### config.mk
export PLATFORM = sky130hd
export DESIGN_NAME = tcce_ram
export DESIGN_NICKNAME = d
export VERILOG_FILES = /design/src/tcce_ram.sv
export SDC_FILE = /design/constraint.sdc
export NUM_CORES = 2
export LEC_CHECK = 0
export BUFFER_PORTS_ARGS = -buffer_cell sky130_fd_sc_hd__buf_2
export CAP_MARGIN = 10
export CORE_MARGIN = 2
export CORE_UTILIZATION = 35
export CTS_BUF_LIST = sky130_fd_sc_hd__clkbuf_16
export CTS_CLUSTER_SIZE = 30
export DETAILED_ROUTE_END_ITERATION = 10
export HOLD_SLACK_MARGIN = 0.03
export PLACE_DENSITY = 0.46
export SLEW_MARGIN = 20
export SYNTH_ARGS = -nofsm -noshare
export SYNTH_HDL_FRONTEND = slang
export SYNTH_SLANG_ARGS = --single-unit
### constraint.sdc
create_clock -name clk -period 2.6 [get_ports clk]
set_clock_uncertainty 0.2 [all_clocks]
set_input_delay 0 -clock clk [delete_from_list [all_inputs] [get_ports clk]]
set_output_delay 0 -clock clk [all_outputs]
set_load 0.02 [all_outputs]
### src/tcce_ram.sv
// Generic simple dual-port RAM with one write port and a registered read port.
module tcce_ram #(
	parameter int WIDTH = 8,
	parameter int DEPTH = 256
) (
	input  logic                     clk,
	input  logic                     we,
	input  logic [$clog2(DEPTH)-1:0] waddr,
	input  logic [WIDTH-1:0]         wdata,
	input  logic                     re,
	input  logic [$clog2(DEPTH)-1:0] raddr,
	output logic [WIDTH-1:0]         rdata
);
	logic [WIDTH-1:0] mem_q [DEPTH];

	always_ff @(posedge clk) begin
		if (we) begin
			mem_q[waddr] <= wdata;
		end
		if (re) begin
			rdata <= mem_q[raddr];
		end
	end
endmodule

==> metrics.txt <==
initial antenna violation count=19; die width=481 µm; nature of the critical path startpoint=flop; detailed-router iteration count before antenna repair=9; drt wl/cell=29.4 µm; Die H=481 µm; max_cap viols=0; most common cell after layout, fill and taps aside=edfxtp_1; Seq cells post-synth=2,056; crit-path max FO=1; drt initial violations=4,082; WP data required=3.00 ns; Sw Ratio=0.219; Via density=5.31; first-pass GRT wire length=321 mm; CTS Sinks=2,056; Hold Fails Final Rpt=0; # fillers=19,980; Worst IR Drop VDD=0.668 mV; Worst slew margin=0.314; Int Pwr=55.3 mW; Comb power frac=0.058; post-route ant nets=0; min cycle time layout=2.60 ns; Detailed Route WL=226 mm; Yosys warning count=0; CTS max path bufs=3; Worst path most repeated cell=mux4_2; HP Class=in -> reg; number of synthesized flops with an enable pin=2,056; register area share after synthesis=0.775; CTS HTree Levels=4; CP max stage delay=0.51 ns; async set or reset register ratio after synthesis=0; fmax=385 MHz; root buf cell=clkbuf_16; Post-Synth Simple-Gate Area=0.0263; Core Footprint=227,000 µm²; Post-Syn Area=79,600 µm²; cell count after synthesis=3,733; layout cells sized above 1=0.335; hold_ws=0.0925 ns; Setup crit end kind=flop; pre-CTS setup slack=-0.835 ns; # IOs=35; Psw=15.5 mW; slowest stage cell on the critical path=mux4_2; CTS tree=done; unrepaired setup endpoints after global routing=yes; largest family of logic cells by synthesized area=multiplexers; commonest non-fill, non-tap cells in the layout=edfxtp_1, buf_4, mux4_2; Post-DP HPWL=148 mm; final worst path period share=0.998; WP buf/inv=1; final core utilization=0.424; Clk pwr share=0.425; Initial Utilization=0.351; clock slew seen by the registers of the worst setup and hold paths=0.06 ns; Buffers on Ports=34; Worst Slack Setup Final=0.00456 ns; run status=finished clean; total number of vias=40,856; syn_nets=3,760; PwrDens=736 nW/µm²; DR DRC count=0; post-CTS setup buffer count=0; sequential power share=0.517; overall power=70.8 mW; Lkg Pwr=31.2 nW; largest net degree at the start of global routing=93; kind of critical path=reg -> reg; worst path cell trace=mux4_2 -> mux4_2 -> nor2_4 -> a2111oi_4 -> nor3_4 -> buf_6 -> nor4_4; multiplexer area fraction after synthesis=0.146; Synth cell types=54; Worst EP arrival=3.00 ns; Slew Viols, Final=0; final setup vio count=0; complex-gate fraction of the synthesized area=0.0342; adder-cell area share of the yosys netlist=0; gpl congestion=0.812; total track usage=0.195; area grow syn2layout=20.9%; CTS buffer count=213; vias in the first global route=42,103; setup_tns=0 ns; Std-Cell Rows=175; Largest delay share family, worst path=multiplexers; Avg Cell Area, Syn=21.3 µm²; worst slew pin tran=1.03 ns; clk_lat worst skew=0.84 ns; Die Area=231,000 µm²; XOR/XNOR share of the synthesized area=0; fin nets=4,524; GRT Residual Overflow=0; top_reg_cell synth=edfxtp_1
-- per-layer routing --
layer / GRT usage / vias to the layer above / wire, µm
li1: - / 17254 / -
met1: 0.281 / 22183 / 102000
met2: 0.315 / 1132 / 109000
met3: 0.0292 / 285 / 11200
met4: 0.0431 / 2 / 4650
met5: 0 / - / 13
-- power groups by stage --
stage,clock [mW],combinational [mW],sequential (mW)
3_5_place_dp,0,4.03,37.3
3_3_place_gp,0,4.01,37.3
2_1_floorplan,0,1.78,37.3
6_report,30.1,4.12,36.6
5_1_grt,32.1,4.35,36.6
4_1_cts,30.9,4.17,36.6
-- metrics by stage --
step,cells,area [µm²]
6_report,7687,96200
5_1_grt,7684,96200
4_1_cts,7683,96100
3_5_place_dp,7253,88600
3_3_place_gp,7253,88600
2_1_floorplan,3733,79600
-- cells by family after synthesis --
logic type / Yosys count
DFF: 2056
muxes: 591
and+or+nand+nor: 466
AOI/OAI and AO/OA: 385
buffers and inverters: 235
-- cell type report --
cell class	count	area, µm²	area share
flip-flops and latches	2056	61700	0.641
multi-input cells	1442	16800	0.175
repair buffers	782	7020	0.0729
clock buffers	216	5410	0.0562
well taps	3009	3760	0.0391
clock inverters	176	1470	0.0152
diodes	4	10.0	0.000104
inverters	2	7.51	0.0000780
-- timing repair --
item	CTS	global route
hold buffers	38	0
resized for setup	39	15
endpoints found under the hold margin	3868	0
pin swaps	17	7
endpoints found under the setup margin	7	15
-- path summary, 6_finish.rpt --
kind / startpoint / to / slack [ns] / cells after the start
max: mem_q[131][0]$_DFFE_PP_ / rdata[0]$_DFFE_PP_ / 0.005 / 7
min: wdata[5] / mem_q[149][5]$_DFFE_PP_ / 0.09 / 2
max reg2reg: mem_q[131][0]$_DFFE_PP_ / rdata[0]$_DFFE_PP_ / 0.005 / 7
min reg2reg: mem_q[59][5]$_DFFE_PP_ / rdata[5]$_DFFE_PP_ / 1.07 / 6
-- synthesized netlist by cell type (3+ instances only) --
library cell | count | area share
a221oi_1 | 13 | 0.0014
buf_4 | 27 | 0.0025
a211oi_1 | 16 | 0.0015
nand2_1 | 33 | 0.0016
nor3_1 | 22 | 0.0014
a22o_1 | 8 | 0.00088
nand4_1 | 10 | 0.00079
nand3_1 | 34 | 0.0021
and2_1 | 6 | 0.00047
buf_2 | 31 | 0.0019
nor2_1 | 282 | 0.013
nand2b_1 | 8 | 0.00063
o211ai_1 | 10 | 0.00094
buf_8 | 13 | 0.0025
a22oi_1 | 133 | 0.013
buf_1 | 22 | 0.0010
o221ai_1 | 46 | 0.0051
buf_6 | 21 | 0.0030
mux2i_1 | 134 | 0.017
o22ai_1 | 28 | 0.0022
o21ai_0 | 10 | 0.00063
clkbuf_1 | 111 | 0.0052
o32ai_1 | 4 | 0.00044
nor2b_1 | 31 | 0.0024
mux4_2 | 454 | 0.13
or2_2 | 4 | 0.00031
a21oi_1 | 96 | 0.0060
edfxtp_1 | 2056 | 0.78
nor4_2 | 3 | 0.00047
buf_12 | 8 | 0.0020
nor4_1 | 24 | 0.0019
o22a_1 | 5 | 0.00055
-- state kept, by name (all words and copies together) (netlist names) --
name / cells
rdata: 8
mem_q: 2048
No activity file was read; power rests on OpenSTA's default activity.
